<file path="config.mk">
export PLATFORM = sky130hd
export DESIGN_NAME = wpo_div
export DESIGN_NICKNAME = d
export VERILOG_FILES = /design/src/sv/wpo_div.sv
export SDC_FILE = /design/constraint.sdc
export NUM_CORES = 1
export LEC_CHECK = 0
export BUFFER_PORTS_ARGS = -buffer_cell sky130_fd_sc_hd__buf_2
export CAP_MARGIN = 0
export CORE_MARGIN = 2
export CORE_UTILIZATION = 55
export CTS_BUF_LIST = sky130_fd_sc_hd__clkbuf_4
export DETAILED_ROUTE_END_ITERATION = 6
export GPL_TIMING_DRIVEN = 0
export PLACE_DENSITY = 0.8
export SLEW_MARGIN = 20
export SYNTH_ARGS = -nofsm -noshare
export SYNTH_HDL_FRONTEND = slang
export SYNTH_SLANG_ARGS = --single-unit
</file>
<file path="constraint.sdc">
create_clock -name clk -period 3.1 [get_ports clk]
set_input_delay 0 -clock clk [delete_from_list [all_inputs] [get_ports clk]]
set_output_delay 0 -clock clk [all_outputs]
set_load 0.01 [all_outputs]
</file>
<file path="src/sv/wpo_div.sv">
// Restoring divider, one quotient bit per cycle.
// Standalone; used by the top level to find the pixel's block range.
module wpo_div #(
	parameter int DIVIDEND_W = 26,
	parameter int DIVISOR_W  = 13
) (
	input  logic                  clk,
	input  logic                  arst_n,
	input  logic                  start,
	input  logic [DIVIDEND_W-1:0] dividend,
	input  logic [DIVISOR_W-1:0]  divisor,
	output logic                  done,
	output logic [DIVIDEND_W-1:0] quotient
);

	localparam int CNT_W = $clog2(DIVIDEND_W + 1);

	logic                  busy_q;
	logic                  done_q;
	logic [CNT_W-1:0]      cnt_q;
	logic [DIVISOR_W-1:0]  rem_q;
	logic [DIVIDEND_W-1:0] dq_q;
	logic [DIVISOR_W-1:0]  dvs_q;
	logic [DIVISOR_W:0]    rem_shift;
	logic                  fits;

	assign rem_shift = {rem_q, dq_q[DIVIDEND_W-1]};
	assign fits      = rem_shift >= {1'b0, dvs_q};

	always_ff @(posedge clk or negedge arst_n) begin
		if (!arst_n) begin
			busy_q <= 1'b0;
			done_q <= 1'b0;
			cnt_q  <= '0;
			rem_q  <= '0;
			dq_q   <= '0;
			dvs_q  <= '0;
		end else begin
			done_q <= 1'b0;
			if (start) begin
				busy_q <= 1'b1;
				cnt_q  <= CNT_W'(DIVIDEND_W);
				rem_q  <= '0;
				dq_q   <= dividend;
				dvs_q  <= divisor;
			end else if (busy_q) begin
				if (fits) begin
					rem_q <= DIVISOR_W'(rem_shift - {1'b0, dvs_q});
				end else begin
					rem_q <= rem_shift[DIVISOR_W-1:0];
				end
				dq_q  <= {dq_q[DIVIDEND_W-2:0], fits};
				cnt_q <= cnt_q - 1'b1;
				if (cnt_q == CNT_W'(1)) begin
					busy_q <= 1'b0;
					done_q <= 1'b1;
				end
			end
		end
	end

	assign done     = done_q;
	assign quotient = dq_q;

endmodule

</file>
==> results of run 1 <==
cell type report:
cell class                 instances  area [um^2]  share of cell area, %
multi-input combinational        266         1737                  39.77
sequential                        59         1476                  33.81
tap                               75        93.84                  2.149
inverter                          19        71.32                  1.633
clock inverter                     6        81.33                  1.862
buffer                            23        101.3                  2.321
clock buffer                       9        67.56                  1.547
timing repair buffer             107        738.2                  16.91
Yosys cell counts, types with 9 or more instances:
master	n	area [um^2]
a21oi_1	10	50.05
a311oi_1	9	78.83
clkbuf_1	14	52.55
dfrtp_1	59	1476
ha_1	15	187.7
inv_1	19	71.32
mux2i_1	27	270.3
nand2_1	47	176.4
nand3_1	14	70.07
nor2_1	25	93.84
o21ai_0	41	205.2
xnor2_1	9	78.83
flip-flops by register name, summed over array words and instances (netlist names):
register	count
cnt_q	5
dvs_q	13
done	1
quotient	26
busy_q	1
rem_q	13
metrics by stage:
| step | instance area (um^2) | worst slack [ns] |
|---|---|---|
| floorplan | 3386 | 0.6171 |
| global placement | 3815 | 0.4137 |
| detailed placement | 3817 | 0.3543 |
| CTS | 4367 | 0.3305 |
| global route | 4367 | 0.08308 |
| finish | 4367 | 0.3002 |
worst paths after layout:
| kind | end | startpoint | cells past startpoint | slack, ns |
|---|---|---|---|---|
| setup / recovery | rem_q[7] | quotient[25] | 9 | 0.30 |
| hold / removal | rem_q[6] | arst_n | 2 | 0.18 |
| setup reg to reg | rem_q[7] | quotient[25] | 9 | 0.30 |
| hold reg to reg | dvs_q[0] | dvs_q[0] | 1 | 0.53 |
| max in group asynchronous | dvs_q[10] | arst_n | 2 | 2.38 |
| min in group clk | quotient[12] | start | 3 | 0.19 |
metal layers:
| metal | GRT usage [%] | vias up | wire length [um] |
|---|---|---|---|
| met3 | 4.457 | 23 | 411 |
| met4 | 11.33 | 0 | 187 |
| met5 | 0 | - | 0 |
| li1 | - | 1540 | - |
| met1 | 37.39 | 1573 | 3961 |
| met2 | 48.87 | 122 | 4736 |
report_power, final:
part	internal (uW)	switching (uW)	leakage [uW]
logic	553	709	0.00142
clock network	318	290	0.0000808
registers	891	102	0.000726
total	1760	1100	0.00223
logic make-up after synthesis:
family	after synthesis	synth area share, %
AOI/OAI and AO/OA	101	19.48
xor gates and xnor gates	10	2.587
adders and majority gates	16	6.135
buffers and inverters	42	5.100
DFF	59	43.61
muxes	28	8.315
and+or+nand+nor	111	14.78
worst max-delay path, delay by kind of cell (launching register included):
family | cells | cell delay [ns]
adder cells (fa/ha/maj) | 2 | 0.62
buffers and inverters | 1 | 0.06
flip-flops | 1 | 0.40
AO/OA/AOI/OAI | 4 | 1.28
AND/OR/NAND/NOR | 2 | 0.28
==> key figures, run 1 <==
Run status
  – Outcome: complete, no violations

Finish
  – Post-Layout Cell Count: between 500 and 600
  – Antenna cell count: 0
  – Area growth syn-to-layout: 28.97%
  – Most common cell after layout, fill and taps aside: buf_2
  – Layout cells sized above 1: 19.22%
  – Fin nets: 543
  – Filler cell count: about 430
  – Most frequent cells in the layout: buf_2 (69), dfrtp_1 (59), nand2_1 (47)
  – Layout Utilization: approximately 74%

Pwr
  – Maximum vdd drop: 0.0004357 V
  – Static Leakage: 0.002228 uW
  – Power density over the cells: between 600 and 700 nW/um^2
  – Total power draw: ~2900 uW

Clock tree
  – Cts bufs inserted: 9
  – # Post-CTS Setup Buffers: 0
  – Latest clock arrival within the worst-skew pair: 0.40 ns
  – CTS Hold Buffers Added: 40
  – Root Buffer Master: clkbuf_4
  – Resize count post-CTS: 0
  – # clock sinks: about 60
  – CTS max path bufs: 2
  – CTS tree: done
  – Clock Pin Slew Worst Setup and Hold Paths: 0.11 ns
  – Htree depth: 3

Timing
  – Worst hold slack: roughly 0.18 ns
  – Total negative slack: 0 ns
  – Max Slew Vio Count: 0
  – Min Tclk post-route: between 2 and 3 ns
  – Setup violations, final: 0
  – Clock skew: 0.01718 ns
  – Crit share post-route: 90.32%
  – Slew headroom: a little over two fifths
  – Worst Tran Pin Value: roughly 0.85 ns
  – RSZ-0062 raised after global routing: no
  – Final Hold Fails: 0
  – Fmax: 357.2 MHz

Floorplanning
  – Rows: 28
  – Die Span X: roughly 80 um
  – Effective utilization at floorplan: 57.19%
  – Die H: 82.46 um
  – Die area: between 6000 and 7000 um^2
  – IO Pins: 69
  – Core area: approximately 5900 um^2

Placed design
  – Placed cell count: between 500 and 600
  – IO buf count: 67
  – Placer Congestion: between 0.8 and 0.9
  – Post-DP HPWL: 5835 um

Drt
  – DR pass1 iterations: 4
  – Drt wl/cell: about 16 um
  – Vias/cell: about 5.8
  – Final wirelength: just over 9000 um
  – Vias: 3258
  – # DRC: 0
  – Initial DRC count: ~280
  – Post-route ant nets: 0

Synth
  – Post-synth EDFFs: 0
  – Synth cell types: 51
  – Ys flop type: dfrtp_1
  – Synth Register Bits: 59
  – Sequential element share of the synthesized area: about 44%
  – Post-synth net total: around 430
  – Mapped Area: between 3000 and 4000 um^2
  – Yosys Warn Count: 0
  – Cells after synthesis: 367
  – Syn Area/Cell: 9.225 um^2
  – Async SR Flop Fraction: 100.0%

GRT
  – All-Layer GR Usage: a little under 30%
  – Largest net degree at the start of global routing: 60
  – Initial antenna violation count: 0
  – Total gr overflow: 0
  – Number of global-route vias before repair: ~3200
  – First-pass GRT wire length: between 10000 and 15000 um

Setup path
  – Slowest CP cell: a2111oi_1
  – Critical Path Max Stage Delay: around 0.42 ns
  – Worst-path cell chain: inv_1 -> ha_1 -> fa_1 -> nand2b_1 -> a21oi_1 -> o31ai_2 -> a21oi_4 -> nor4_1 -> a2111oi_1
  – Worst Path Required: between 3 and 4 ns
  – Worst-path fanout max: 10
  – Crit path DAT: 3.05 ns
  – Critical Path End Type: register
  – Setup CP Type: reg2reg
  – Setup crit start kind: register

Job
  – Max-Cap Viols: 0

Min path
  – Min-Delay Path Class: in2async
Note: power is estimated with default switching activity, not from simulation.
==> run 2, diff against run 1 <==
Settings changed: CORE_UTILIZATION 55 to 32, CTS_BUF_LIST sky130_fd_sc_hd__clkbuf_4 to unset, PLACE_DENSITY 0.8 to unset.
==> key figures, run 2 (synthesized netlist as in run 1, its figures left out) <==
Floorplanning
  – Die area: 11420 um^2 (+68%)
  – Die Span X: 106.9 um (+30%)
  – Core area: 10280 um^2 (+74%)
  – Rows: 37 (+32%)
  – Die H: 106.9 um (+30%)
  – IO Pins: 69 (unchanged)
  – Effective utilization at floorplan: 32.94% (-24 points)

Timing
  – Crit share post-route: 90.83% (+0.52 points)
  – Clock skew: 0.008702 ns (-0.008480 ns)
  – Fmax: 355.1 MHz (-0.57%)
  – Max Slew Vio Count: 0 (unchanged)
  – Setup violations, final: 0 (unchanged)
  – Min Tclk post-route: 2.816 ns (+0.01598 ns)
  – Final Hold Fails: 0 (unchanged)
  – Worst Tran Pin Value: 0.8653 ns (+0.01760 ns)
  – Slew headroom: 40.82% (-2.3 points)
  – Setup slack after layout: 0.2842 ns (-0.01598 ns)
  – Total negative slack: 0 ns (unchanged)
  – Worst hold slack: 0.2612 ns (+0.08329 ns)
  – RSZ-0062 raised after global routing: no

Placed design
  – IO buf count: 67 (unchanged)
  – Worst slack, placed: 0.3155 ns (-0.03879 ns)
  – Placed cell count: 570 (+12%)
  – Post-DP HPWL: 6332 um (+8.5%)
  – Placer Congestion: 0.8787 (-2.1%)

Finish
  – Fin nets: 543 (unchanged)
  – Post-Layout Cell Count: 625 (+11%)
  – Most frequent cells in the layout: buf_2 (69), dfrtp_1 (59), nand2_1 (47)
  – Multi-input gate area: 1737 um^2 (unchanged)
  – Filler cell count: 1044 (+140%)
  – Most common cell after layout, fill and taps aside: buf_2
  – Area growth syn-to-layout: 32.48%
  – Max reg flops: 26 (unchanged)
  – Register area: 1476 um^2 (unchanged)
  – Antenna cell count: 0 (unchanged)
  – Layout cells sized above 1: 19.63% (+0.41 points)

Pwr
  – Combinational power share: 43.0% (-1.1 points)
  – Flop pwr share: 33.5% (-1.2 points)
  – Static Leakage: 0.002249 uW (+0.94%)
  – Sw Pwr: 1129 uW (+2.5%)
  – Switching share of power: 38.14% (-0.33 points)
  – Power density over the cells: 660.0 nW/um^2 (+0.66%)
  – Internal power: 1831 uW (+3.9%)
  – Clk pwr share: 23.5% (+2.3 points)
  – Maximum vdd drop: 0.0002458 V (-44%)

Setup path
  – Critical Path End Type: register
  – Worst-path fanout max: 10 (unchanged)
  – Crit path DAT: 3.03 ns (-0.02 ns)
  – Setup crit start kind: register
  – Worst Path Required: 3.31 ns (-0.04 ns)
  – Worst r2r src: quotient[25]
  – Setup CP Type: reg2reg
  – Critical Path Source: quotient[25]

GRT
  – Largest net degree at the start of global routing: 60 (unchanged)
  – Number of global-route vias before repair: 3223 (+2.1%)
  – Initial antenna violation count: 0 (unchanged)
  – First-pass GRT wire length: 15660 um (+5.8%)
  – All-Layer GR Usage: 17.30% (-12 points)
  – Total gr overflow: 0 (unchanged)

Clock tree
  – CTS max path bufs: 2 (unchanged)
  – Cts bufs inserted: 9 (unchanged)
  – # Post-CTS Setup Buffers: 0 (unchanged)
  – Clock Pin Slew Worst Setup and Hold Paths: 0.07 ns (-0.04 ns)
  – # clock sinks: 59 (unchanged)
  – CTS tree: done
  – CTS Hold Buffers Added: 40 (unchanged)
  – Htree depth: 3 (unchanged)
  – Latest clock arrival within the worst-skew pair: 0.34 ns (-0.06 ns)
  – Resize count post-CTS: 0 (unchanged)
  – Root Buffer Master: clkbuf_8

Drt
  – # DRC: 0 (unchanged)
  – Final wirelength: 9393 um (+1.1%)
  – Initial DRC count: 170 (-40%)
  – Vias: 3158 (-3.1%)
  – Post-route ant nets: 0 (unchanged)
  – Vias/cell: 5.053 (-13%)
  – DR pass1 iterations: 5 (+1)
  – Drt wl/cell: 15.03 um (-8.8%)

Min path
  – Min-Delay Path Class: in2async

Job
  – Max-Cap Viols: 0 (unchanged)

Run status
  – Outcome: complete, no violations
-- run 2: changes by cell type in the layout (fill, tap and decap cells not counted), sizes merged --
| cell | previous run | this run |
|---|---|---|
| clkbuf | 23 | 24 |
| bufinv | 2 | 1 |
-- run 2: metrics by stage --
stage | power (uW) | instance area [um^2] | utilization, %
after floorplan | 1900 | 3386 | -
after global placement | 2190 | 3891 | 37.86
after detailed placement | 2216 | 3894 | 37.89
after CTS | 2963 | 4486 | 43.65
after global routing | 3171 | 4486 | 43.65
final | 2960 | 4486 | 43.65
-- run 2: routing by layer --
layer / vias to the layer above / track usage, % / share of wire [%]
met4: 0 / 8.071 / 2.1
met1: 1538 / 22.22 / 45
met2: 63 / 27.98 / 49
li1: 1540 / - / -
met3: 17 / 3.526 / 3.4
met5: - / 0 / 0
-- run 2: power groups by stage --
stage	combinational (uW)	clock (uW)	sequential, uW
finish	1270	697	991
floorplan	904	0	996
global placement	1190	0	998
global route	1410	755	1010
detailed placement	1210	0	1000
CTS	1260	714	989
-- run 2: area by class of cell --
type	instances	area share [%]
plain buffers	23	2.259
clock buffers	10	3.068
clock inverters	5	1.199
inverters	19	1.590
multi-input cells	266	38.72
flip-flops and latches	59	32.92
well taps	136	3.794
repair buffers	107	16.46
-- run 2: worst paths after layout --
kind,endpoint,slack [ns],depth (start not counted)
worst max-delay path,rem_q[7],0.28,9
max in group asynchronous,rem_q[8],2.33,2
worst max register to register,rem_q[7],0.28,9
worst min-delay path,cnt_q[3],0.26,2
worst min register to register,dvs_q[9],0.52,2
min in group clk,quotient[17],0.27,3
-- run 2: critical path, stage by stage, from the launching register on --
cell and delay, ns:
dfrtp_1 0.41, inv_1 0.06, ha_1 0.22, fa_1 0.40, nand2b_1 0.20, a21oi_1 0.38
o31ai_2 0.17, a21oi_4 0.37, nor4_1 0.08, a2111oi_1 0.39
